===== src/design/fpra_pkg.sv =====
// Package for the framed packet receiver: payload structs for the input and
// result channels, protocol constants and the front-to-back command format.
// No dependencies.
`default_nettype none

package fpra_pkg;

  localparam logic [7:0] TagAck  = 8'hAA;
  localparam logic [7:0] TagData = 8'hDD;
  localparam logic [7:0] TagEnd  = 8'hEE;
  localparam logic [7:0] SeqNone = 8'hFF;

  localparam logic [15:0] TimeoutReset = 16'd10;

  // Request codes for req_type.
  localparam logic ReqByte = 1'b0;
  localparam logic ReqTick = 1'b1;

  // Result kinds.
  localparam logic [1:0] KindAckSend = 2'd0;
  localparam logic [1:0] KindPayload = 2'd1;
  localparam logic [1:0] KindAckRecv = 2'd2;
  localparam logic [1:0] KindReject  = 2'd3;

  typedef struct packed {
    logic       req_type;
    logic [7:0] rx_byte;
  } in_t;

  typedef struct packed {
    logic [1:0] out_kind;
    logic [7:0] out_value;
    logic       out_last;
  } out_t;

  typedef enum logic [1:0] {
    CMD_REJECT,
    CMD_ACK_RX,
    CMD_DATA
  } cmd_kind_e;

  // One finished frame, as handed from the parser to the result sequencer.
  typedef struct packed {
    cmd_kind_e  kind;
    logic [7:0] seq;
    logic       stream;   // payload bytes are to be delivered
    logic [7:0] count;    // number of payload bytes
  } cmd_t;

endpackage

`default_nettype wire


===== src/design/framed_packet_receiver_with_ack.sv =====
// Top level of the framed packet receiver: parser front end, command queue
// and result sequencer. Depends on fpra_pkg, fpra_front, fpra_cmd_fifo, fpra_back.
//
//   Channel   Direction  Handshake           Payload
//   input     in         push_i / full_o     in_i  (req_type, rx_byte)
//   result    out        empty_o / pop_i     out_o (out_kind, out_value, out_last)
//   config    in         cfg_we_i            cfg_wdata_i (rx_timeout_ticks)
//
// The parser takes one byte or tick per cycle. Each finished frame yields one
// command; the sequencer emits the ack or status result and then each payload
// byte by a read state and a load state, set by the registered read of the store.
// Payload bytes of a following frame wait while the store is still streaming,
// and the parser also stalls when the two-entry command queue is full.
// Reset is asynchronous and active low; the frame store is not cleared.
`default_nettype none

module framed_packet_receiver_with_ack
  import fpra_pkg::*;
#(
  parameter int BUFFER_BYTES = 64
) (
  input  wire logic        clk_i,
  input  wire logic        rst_ni,
  input  wire in_t         in_i,
  input  wire logic        push_i,
  output logic             full_o,
  output out_t             out_o,
  output logic             empty_o,
  input  wire logic        pop_i,
  input  wire logic        cfg_we_i,
  input  wire logic [15:0] cfg_wdata_i
);

  localparam int AW = $clog2(BUFFER_BYTES);

  logic          fifo_full, fifo_empty, fifo_rd, cmd_push, back_active;
  cmd_t          cmd_in, cmd_out;
  logic          mem_we;
  logic [AW-1:0] mem_waddr;
  logic [7:0]    mem_wdata;

  fpra_front #(.BUFFER_BYTES(BUFFER_BYTES)) u_front (
    .clk_i       (clk_i),
    .rst_ni      (rst_ni),
    .in_i        (in_i),
    .push_i      (push_i),
    .full_o      (full_o),
    .cfg_we_i    (cfg_we_i),
    .cfg_wdata_i (cfg_wdata_i),
    .fifo_full_i (fifo_full),
    .mem_busy_i  (back_active || !fifo_empty),
    .cmd_push_o  (cmd_push),
    .cmd_o       (cmd_in),
    .mem_we_o    (mem_we),
    .mem_waddr_o (mem_waddr),
    .mem_wdata_o (mem_wdata)
  );

  fpra_cmd_fifo u_fifo (
    .clk_i   (clk_i),
    .rst_ni  (rst_ni),
    .wr_i    (cmd_push),
    .wdata_i (cmd_in),
    .full_o  (fifo_full),
    .rd_i    (fifo_rd),
    .rdata_o (cmd_out),
    .empty_o (fifo_empty)
  );

  fpra_back #(.BUFFER_BYTES(BUFFER_BYTES)) u_back (
    .clk_i       (clk_i),
    .rst_ni      (rst_ni),
    .mem_we_i    (mem_we),
    .mem_waddr_i (mem_waddr),
    .mem_wdata_i (mem_wdata),
    .cmd_i       (cmd_out),
    .cmd_empty_i (fifo_empty),
    .cmd_rd_o    (fifo_rd),
    .active_o    (back_active),
    .out_o       (out_o),
    .empty_o     (empty_o),
    .pop_i       (pop_i)
  );

endmodule

`default_nettype wire


===== src/design/fpra_front.sv =====
// Frame parser: hunts for tags, collects frame bytes, tracks idle ticks and
// the last delivered sequence, and issues one command per finished frame.
// Depends on fpra_pkg.
`default_nettype none

module fpra_front
  import fpra_pkg::*;
#(
  parameter int BUFFER_BYTES = 64
) (
  input  wire logic                            clk_i,
  input  wire logic                            rst_ni,
  input  wire in_t                             in_i,
  input  wire logic                            push_i,
  output logic                                 full_o,
  input  wire logic                            cfg_we_i,
  input  wire logic [15:0]                     cfg_wdata_i,
  input  wire logic                            fifo_full_i,
  input  wire logic                            mem_busy_i,
  output logic                                 cmd_push_o,
  output cmd_t                                 cmd_o,
  output logic                                 mem_we_o,
  output logic [$clog2(BUFFER_BYTES)-1:0]      mem_waddr_o,
  output logic [7:0]                           mem_wdata_o
);

  localparam int AW = $clog2(BUFFER_BYTES);
  localparam int HW = $clog2(BUFFER_BYTES + 1);
  localparam logic [8:0] MaxLen = 9'(BUFFER_BYTES - 2);

  typedef enum logic [1:0] {
    PH_HUNT,
    PH_LEN,
    PH_BODY
  } phase_e;

  phase_e        phase_q, phase_d;
  logic [HW-1:0] held_q, held_d;
  logic [7:0]    len_q, len_d;
  logic          tag_ack_q, tag_ack_d;
  logic [7:0]    seq_q, seq_d;
  logic [15:0]   idle_q, idle_d;
  logic [7:0]    last_seq_q, last_seq_d;
  logic [15:0]   timeout_q;

  logic          accept;
  logic [7:0]    b;
  logic [15:0]   idle_inc;
  logic [8:0]    held_next;
  logic [8:0]    total_need;
  logic          payload_write;

  assign b        = in_i.rx_byte;
  assign idle_inc = (idle_q == 16'hFFFF) ? idle_q : idle_q + 16'd1;

  // Payload bytes go into the back end's store; they must wait while it is
  // still streaming the previous frame from the same entries.
  assign payload_write = (phase_q == PH_BODY) && (held_q >= HW'(3));
  assign full_o        = fifo_full_i || (mem_busy_i && payload_write);
  assign accept        = push_i && !full_o;

  assign held_next  = 9'(held_q) + 9'd1;
  assign total_need = {1'b0, len_q} + 9'd2;

  assign mem_we_o    = accept && (in_i.req_type == ReqByte) && payload_write;
  assign mem_waddr_o = held_q[AW-1:0];
  assign mem_wdata_o = b;

  always_comb begin
    phase_d    = phase_q;
    held_d     = held_q;
    len_d      = len_q;
    tag_ack_d  = tag_ack_q;
    seq_d      = seq_q;
    idle_d     = idle_q;
    last_seq_d = last_seq_q;
    cmd_push_o = 1'b0;
    cmd_o      = '{kind: CMD_REJECT, seq: 8'd0, stream: 1'b0, count: 8'd0};

    if (accept) begin
      if (in_i.req_type == ReqTick) begin
        idle_d = idle_inc;
        if (phase_q != PH_HUNT && idle_inc >= timeout_q) begin
          phase_d = PH_HUNT;
        end
      end else begin
        unique case (phase_q)
          PH_HUNT: begin
            if (b == TagData || b == TagAck) begin
              tag_ack_d = (b == TagAck);
              held_d    = HW'(1);
              idle_d    = 16'd0;
              phase_d   = PH_LEN;
            end
          end
          PH_LEN: begin
            if (b == 8'd0 || {1'b0, b} > MaxLen) begin
              phase_d = PH_HUNT;
            end else begin
              len_d   = b;
              held_d  = HW'(2);
              idle_d  = 16'd0;
              phase_d = PH_BODY;
            end
          end
          PH_BODY: begin
            held_d = held_next[HW-1:0];
            idle_d = 16'd0;
            if (held_q == HW'(2)) begin
              seq_d = b;
            end
            if (held_next >= total_need) begin
              // The byte just taken is the frame's last one.
              phase_d    = PH_HUNT;
              cmd_push_o = 1'b1;
              if (held_next < 9'd4 || b != TagEnd || seq_q == SeqNone) begin
                cmd_o.kind = CMD_REJECT;
              end else if (tag_ack_q) begin
                cmd_o.kind = CMD_ACK_RX;
                cmd_o.seq  = seq_q;
              end else begin
                cmd_o.kind   = CMD_DATA;
                cmd_o.seq    = seq_q;
                cmd_o.stream = (seq_q != last_seq_q);
                cmd_o.count  = len_q - 8'd2;
                if (seq_q != last_seq_q) begin
                  last_seq_d = seq_q;
                end
              end
            end
          end
          default: phase_d = PH_HUNT;
        endcase
      end
    end
  end

  always_ff @(posedge clk_i or negedge rst_ni) begin
    if (!rst_ni) begin
      phase_q    <= PH_HUNT;
      held_q     <= '0;
      idle_q     <= 16'd0;
      last_seq_q <= SeqNone;
      timeout_q  <= TimeoutReset;
      len_q      <= 8'd0;
      tag_ack_q  <= 1'b0;
      seq_q      <= 8'd0;
    end else begin
      phase_q    <= phase_d;
      held_q     <= held_d;
      idle_q     <= idle_d;
      last_seq_q <= last_seq_d;
      len_q      <= len_d;
      tag_ack_q  <= tag_ack_d;
      seq_q      <= seq_d;
      if (cfg_we_i) begin
        timeout_q <= cfg_wdata_i;
      end
    end
  end

endmodule

`default_nettype wire


===== src/design/fpra_cmd_fifo.sv =====
// Two-entry command queue between the frame parser and the result sequencer.
// Depends on fpra_pkg.
`default_nettype none

module fpra_cmd_fifo
  import fpra_pkg::*;
(
  input  wire logic clk_i,
  input  wire logic rst_ni,
  input  wire logic wr_i,
  input  wire cmd_t wdata_i,
  output logic      full_o,
  input  wire logic rd_i,
  output cmd_t      rdata_o,
  output logic      empty_o
);

  cmd_t       slots_q [2];
  logic       wptr_q, rptr_q;
  logic [1:0] cnt_q;
  logic       do_wr, do_rd;

  assign full_o  = (cnt_q == 2'd2);
  assign empty_o = (cnt_q == 2'd0);
  assign rdata_o = slots_q[rptr_q];
  assign do_wr   = wr_i && !full_o;
  assign do_rd   = rd_i && !empty_o;

  always_ff @(posedge clk_i) begin
    if (do_wr) begin
      slots_q[wptr_q] <= wdata_i;
    end
  end

  always_ff @(posedge clk_i or negedge rst_ni) begin
    if (!rst_ni) begin
      wptr_q <= 1'b0;
      rptr_q <= 1'b0;
      cnt_q  <= 2'd0;
    end else begin
      if (do_wr) begin
        wptr_q <= !wptr_q;
      end
      if (do_rd) begin
        rptr_q <= !rptr_q;
      end
      if (do_wr && !do_rd) begin
        cnt_q <= cnt_q + 2'd1;
      end else if (do_rd && !do_wr) begin
        cnt_q <= cnt_q - 2'd1;
      end
    end
  end

endmodule

`default_nettype wire


===== src/design/fpra_back.sv =====
// Result sequencer: takes frame commands, emits their results through an
// output register and streams payload bytes from the frame store it owns.
// Depends on fpra_pkg.
`default_nettype none

module fpra_back
  import fpra_pkg::*;
#(
  parameter int BUFFER_BYTES = 64
) (
  input  wire logic                       clk_i,
  input  wire logic                       rst_ni,
  input  wire logic                       mem_we_i,
  input  wire logic [$clog2(BUFFER_BYTES)-1:0] mem_waddr_i,
  input  wire logic [7:0]                 mem_wdata_i,
  input  wire cmd_t                       cmd_i,
  input  wire logic                       cmd_empty_i,
  output logic                            cmd_rd_o,
  output logic                            active_o,
  output out_t                            out_o,
  output logic                            empty_o,
  input  wire logic                       pop_i
);

  localparam int AW = $clog2(BUFFER_BYTES);

  typedef enum logic [1:0] {
    ST_IDLE,
    ST_READ,
    ST_LOAD
  } state_e;

  state_e     state_q;
  logic       out_valid_q;
  out_t       out_q;
  logic [7:0] idx_q;
  logic [7:0] cnt_q;
  logic [7:0] mem_q [BUFFER_BYTES];
  logic [7:0] rdata_q;
  logic       slot_free;
  logic       out_load;
  logic       rd_en;
  logic [7:0] raddr;

  assign slot_free = !out_valid_q || pop_i;
  assign cmd_rd_o  = (state_q == ST_IDLE) && !cmd_empty_i && slot_free;
  assign out_load  = cmd_rd_o || ((state_q == ST_LOAD) && slot_free);
  assign active_o  = (state_q != ST_IDLE);
  assign rd_en     = (state_q == ST_READ);
  assign raddr     = idx_q + 8'd3;   // payload starts after tag, length, sequence
  assign out_o     = out_q;
  assign empty_o   = !out_valid_q;

  always_ff @(posedge clk_i) begin
    if (mem_we_i) begin
      mem_q[mem_waddr_i] <= mem_wdata_i;
    end
    if (rd_en) begin
      rdata_q <= mem_q[raddr[AW-1:0]];
    end
  end

  always_ff @(posedge clk_i or negedge rst_ni) begin
    if (!rst_ni) begin
      state_q     <= ST_IDLE;
      out_valid_q <= 1'b0;
      out_q       <= '0;
      idx_q       <= 8'd0;
      cnt_q       <= 8'd0;
    end else begin
      if (out_load) begin
        out_valid_q <= 1'b1;
      end else if (pop_i) begin
        out_valid_q <= 1'b0;
      end
      unique case (state_q)
        ST_IDLE: begin
          if (cmd_rd_o) begin
            unique case (cmd_i.kind)
              CMD_REJECT: out_q <= '{out_kind: KindReject, out_value: 8'd0, out_last: 1'b1};
              CMD_ACK_RX: out_q <= '{out_kind: KindAckRecv, out_value: cmd_i.seq,
                                     out_last: 1'b1};
              CMD_DATA: begin
                out_q <= '{out_kind: KindAckSend, out_value: cmd_i.seq,
                           out_last: !cmd_i.stream || (cmd_i.count == 8'd0)};
                if (cmd_i.stream && cmd_i.count != 8'd0) begin
                  idx_q   <= 8'd0;
                  cnt_q   <= cmd_i.count;
                  state_q <= ST_READ;
                end
              end
              default: out_q <= '{out_kind: KindReject, out_value: 8'd0, out_last: 1'b1};
            endcase
          end
        end
        ST_READ: begin
          state_q <= ST_LOAD;
        end
        ST_LOAD: begin
          if (slot_free) begin
            out_q <= '{out_kind: KindPayload, out_value: rdata_q,
                       out_last: (idx_q == cnt_q - 8'd1)};
            if (idx_q == cnt_q - 8'd1) begin
              state_q <= ST_IDLE;
            end else begin
              idx_q   <= idx_q + 8'd1;
              state_q <= ST_READ;
            end
          end
        end
        default: state_q <= ST_IDLE;
      endcase
    end
  end

endmodule

`default_nettype wire


===== config.mk =====
export PLATFORM = sky130hd
export DESIGN_NAME = framed_packet_receiver_with_ack
export DESIGN_NICKNAME = d
export VERILOG_FILES = /design/src/design/fpra_pkg.sv /design/src/design/framed_packet_receiver_with_ack.sv /design/src/design/fpra_front.sv /design/src/design/fpra_cmd_fifo.sv /design/src/design/fpra_back.sv
export SDC_FILE = /design/constraint.sdc
export NUM_CORES = 1
export LEC_CHECK = 0
export BUFFER_PORTS_ARGS = -buffer_cell sky130_fd_sc_hd__buf_2
export CAP_MARGIN = 20
export CORE_MARGIN = 2
export CORE_UTILIZATION = 60
export DETAILED_ROUTE_END_ITERATION = 7
export PLACE_DENSITY = 0.74
export REMOVE_ABC_BUFFERS = 1
export SYNTH_ARGS = -nofsm -noshare
export SYNTH_HDL_FRONTEND = slang
export SYNTH_HIERARCHICAL = 1
export SYNTH_SLANG_ARGS = --single-unit

===== constraint.sdc =====
create_clock -name clk_i -period 4.25 [get_ports clk_i]
set_input_delay 0.85 -clock clk_i [delete_from_list [all_inputs] [get_ports clk_i]]
set_output_delay 0.85 -clock clk_i [all_outputs]
set_load 0.05 [all_outputs]

==> results.md <==
* P_leak at 10.77 nW
* Crit-path cells: or4_4, o31ai_1, nand3_1, a31oi_1, nor2b_1, nand3_1, nor2_1, buf_4
* R2r startpoint: u_front/held_q[3]$_DFFE_PN0P_
* Number of top-level pins at 43
* # setup viols final at 0
* Post-layout utilization of the core at 67.58%
* CP arrival at 4.19 ns
* Syn Area/Cell at 16.98 um2
* Max-Cap Viols at 0
* Die area at 48450 um2
* # rows at 79
* DRC viols at 0
* Largest net degree at the start of global routing at 83
* Commonest register cell after synthesis: edfxtp_1
* Distinct cells, synth at 76
* GRT Overall Usage at 26.23%
* Crit path from: u_front/held_q[3]$_DFFE_PN0P_
* Min cycle time layout at 3.887 ns
* Final Skew at 0.02914 ns
* Overall power at 0.01824 W
* CP max stage delay at 0.58 ns
* Register area share after synthesis at 68.77%
* Fmax at 0.2573 GHz
* Post-route cell area at 31330 um2
* Post-synth ARST share at 15.20%
* TritonCTS clock tree: built
* Crit-path most repeated cell: nand3_1
* WL final at 60.93 mm
* Seq cells post-synth at 658
* Layout Cells excl Fill at 2406
* Vias in the first global route at 15170
* Post-Syn Instances at 1650
* Area delta synth->final at 11.79%
* Critical path endpoint category: flop
* First-pass GRT wire length at 93.29 mm
* Tcrit/Tclk final at 91.47%
* Placed cell areas at 29180 um2
* Starting Density at 60.45%
* CTS resizes at 0
* Clock-pin slew on the worst setup and hold paths at 0.06 ns
* Crit path max fanout at 16
* Hold Buf Count CTS at 0
* Worst IR Drop VDD at 0.4692 mV
* Postcts setup bufs at 0
* Fin nets at 1821
* CP startpoint kind: flop
* Status: complete, no violations
* DRT iter0 DRCs at 1690
* IO buf count at 42
* Max clock buf depth at 3
* Via count at 15350
* Area contributors post-synth: edfxtp_1, mux4_2, dfrtp_1, ha_1, nor2_1
* Worst-skew pair later-pin latency at 0.60 ns
* Initial antenna violation count at 3
* Slew Limit Fails at 0
* Worst endpoint required time at 4.55 ns
* Slowest CP cell: or4_4
* Diodes inserted at 0
* Die width at 220.1 um
* Top cell type's share of synthesized area at 59.79%
* Total grt overflow at 0
* Vias per cell at 6.378
* PD cells at 582.2 nW/um2
* Share of cells above drive strength 1 at 24.24%
* Sink Count at 658
* First-pass DRT Iterations at 8
* Post-DP HPWL at 38.31 mm
* WL/cell at 25.32 um
* Placed insts at 2287
* Slew headroom at 33.80%
* Syn Std Cell Area at 28020 um2
* CTS Buf Count at 67
* Worst-Margin Slew at 0.9893 ns
* CP bufs+invs at 1
* Syn. warnings at 6
* Final hold viol count at 0
* Leading area contributor after synthesis: edfxtp_1
* H-tree depth at 3
* Hold/Removal Path Class: input port to asynchronous set/reset pin
* Crit path kind: flop to flop
* Final Wtd Congestion at 0.8407
* CP top delay family: simple AND/OR/NAND/NOR gates
* Die Y at 220.1 um
* CTS Root Cell: clkbuf_16
* Final ANT Viol Nets at 0
* Core area at 46360 um2
* Number of synthesized flops with an enable pin at 558
* RSZ-0062 raised after global routing: false
[stage by stage]
step,hold WS [ns],worst slack [ns],TNS (ns)
2_1_floorplan,0.4608,-5.461,-65.53
3_3_place_gp,0.4757,0.5857,0
3_5_place_dp,0.4840,0.5305,0
4_1_cts,0.2913,0.5025,0
5_1_grt,0.3433,0.1633,0
6_report,0.2813,0.3627,0
[routing by layer]
| layer | global-route usage, % | routed length, um | vias up | share of wire (%) |
|---|---|---|---|---|
| met2 | 41.49 | 29540 | 703 | 48 |
| met3 | 4.417 | 4912 | 103 | 8.1 |
| met4 | 8.501 | 1571 | 0 | 2.6 |
| met1 | 37.94 | 24910 | 7872 | 41 |
| li1 | - | - | 6667 | - |
| met5 | 0 | 0 | - | 0 |
[final cells by class]
class | instances | area, um2
sequential | 658 | 19270
timing repair buffer | 124 | 860.8
clock inverter | 32 | 340.3
tap | 607 | 759.5
inverter | 46 | 172.7
fill | 2945 | 15030
clock buffer | 86 | 1790
multi-input combinational | 853 | 8129
[logic make-up after synthesis]
| logic type | count (synthesis) | share of synthesized area, % |
|---|---|---|
| multiplexers | 209 | 14.63 |
| flip-flops | 658 | 68.77 |
| buffers and inverters | 139 | 2.424 |
| XOR/XNOR | 50 | 1.563 |
| AND/OR/NAND/NOR | 375 | 6.666 |
| adder cells (fa/ha/maj) | 41 | 1.831 |
| AO/OA/AOI/OAI | 178 | 4.117 |
[cells in the mapped netlist (10+ instances only)]
library cell  instances
inv_1                46
a22oi_1              20
o21ai_0              49
and2_1               13
nor3_1               16
buf_4                17
mux4_2              156
nor2b_1              15
nand2b_1             13
nand2_1              99
mux2_1               19
clkbuf_1             50
mux2_2               26
edfxtp_1            558
xnor2_1              24
ha_1                 41
xor2_1               26
dfrtp_1              90
a21oi_1              38
dfstp_2              10
nand4_1              15
nand3_1              31
nor2_1              106
a31oi_1              11
[path summary, 6_finish.rpt]
path                            cells past startpoint                          endpoint  slack [ns]
max in group asynchronous                           2  u_front/timeout_q[3]$_DFFE_PN1P_        3.01
worst max register to register                      8     u_back/mem_q[46][2]$_DFFE_PP_        0.36
worst min register to register                      1         u_fifo/wptr_q$_DFFE_PN0P_        0.50
worst max-delay path                                8     u_back/mem_q[46][2]$_DFFE_PP_        0.36
min in group clk_i                                  2    u_back/out_valid_q$_DFFE_PN0P_        0.47
worst min-delay path                                1       u_back/out_o[8]$_DFFE_PN0P_        0.28
[worst reg2reg max path, cell delays in order (launching register included)]
cell     delay (ns)
dfrtp_1        0.55
or4_4          0.58
o31ai_1        0.37
nand3_1        0.20
a31oi_1        0.54
nor2b_1        0.33
nand3_1        0.55
nor2_1         0.26
buf_4          0.21
[sequential cells by signal, indices dropped and copies added, names as in the netlist, 11 cells and up]
register / cells
u_back/mem_q: 512
u_back/out_o: 11
u_fifo/slots_q: 38
u_front/idle_q: 16
u_front/timeout_q: 16
[report_power, final]
group / total, W / switching (W) / internal, W
Clock: 0.00577 / 0.00237 / 0.00340
Sequential: 0.00769 / 0.000365 / 0.00732
Combinational: 0.00478 / 0.00267 / 0.00211
[layout by cell type, fill, tap and decap left out, types with 38 or more instances in the layout]
cell | synthesis | routed
inv_1 | 46 | 46
edfxtp_1 | 558 | 558
o21ai_0 | 49 | 49
mux4_2 | 156 | 156
a21oi_1 | 38 | 38
dfrtp_1 | 90 | 89
ha_1 | 41 | 40
buf_2 | 9 | 41
clkbuf_16 | 0 | 69
nor2_1 | 106 | 106
nand2_1 | 99 | 99
buf_4 | 17 | 80
Note: power is estimated with default switching activity, not from simulation.
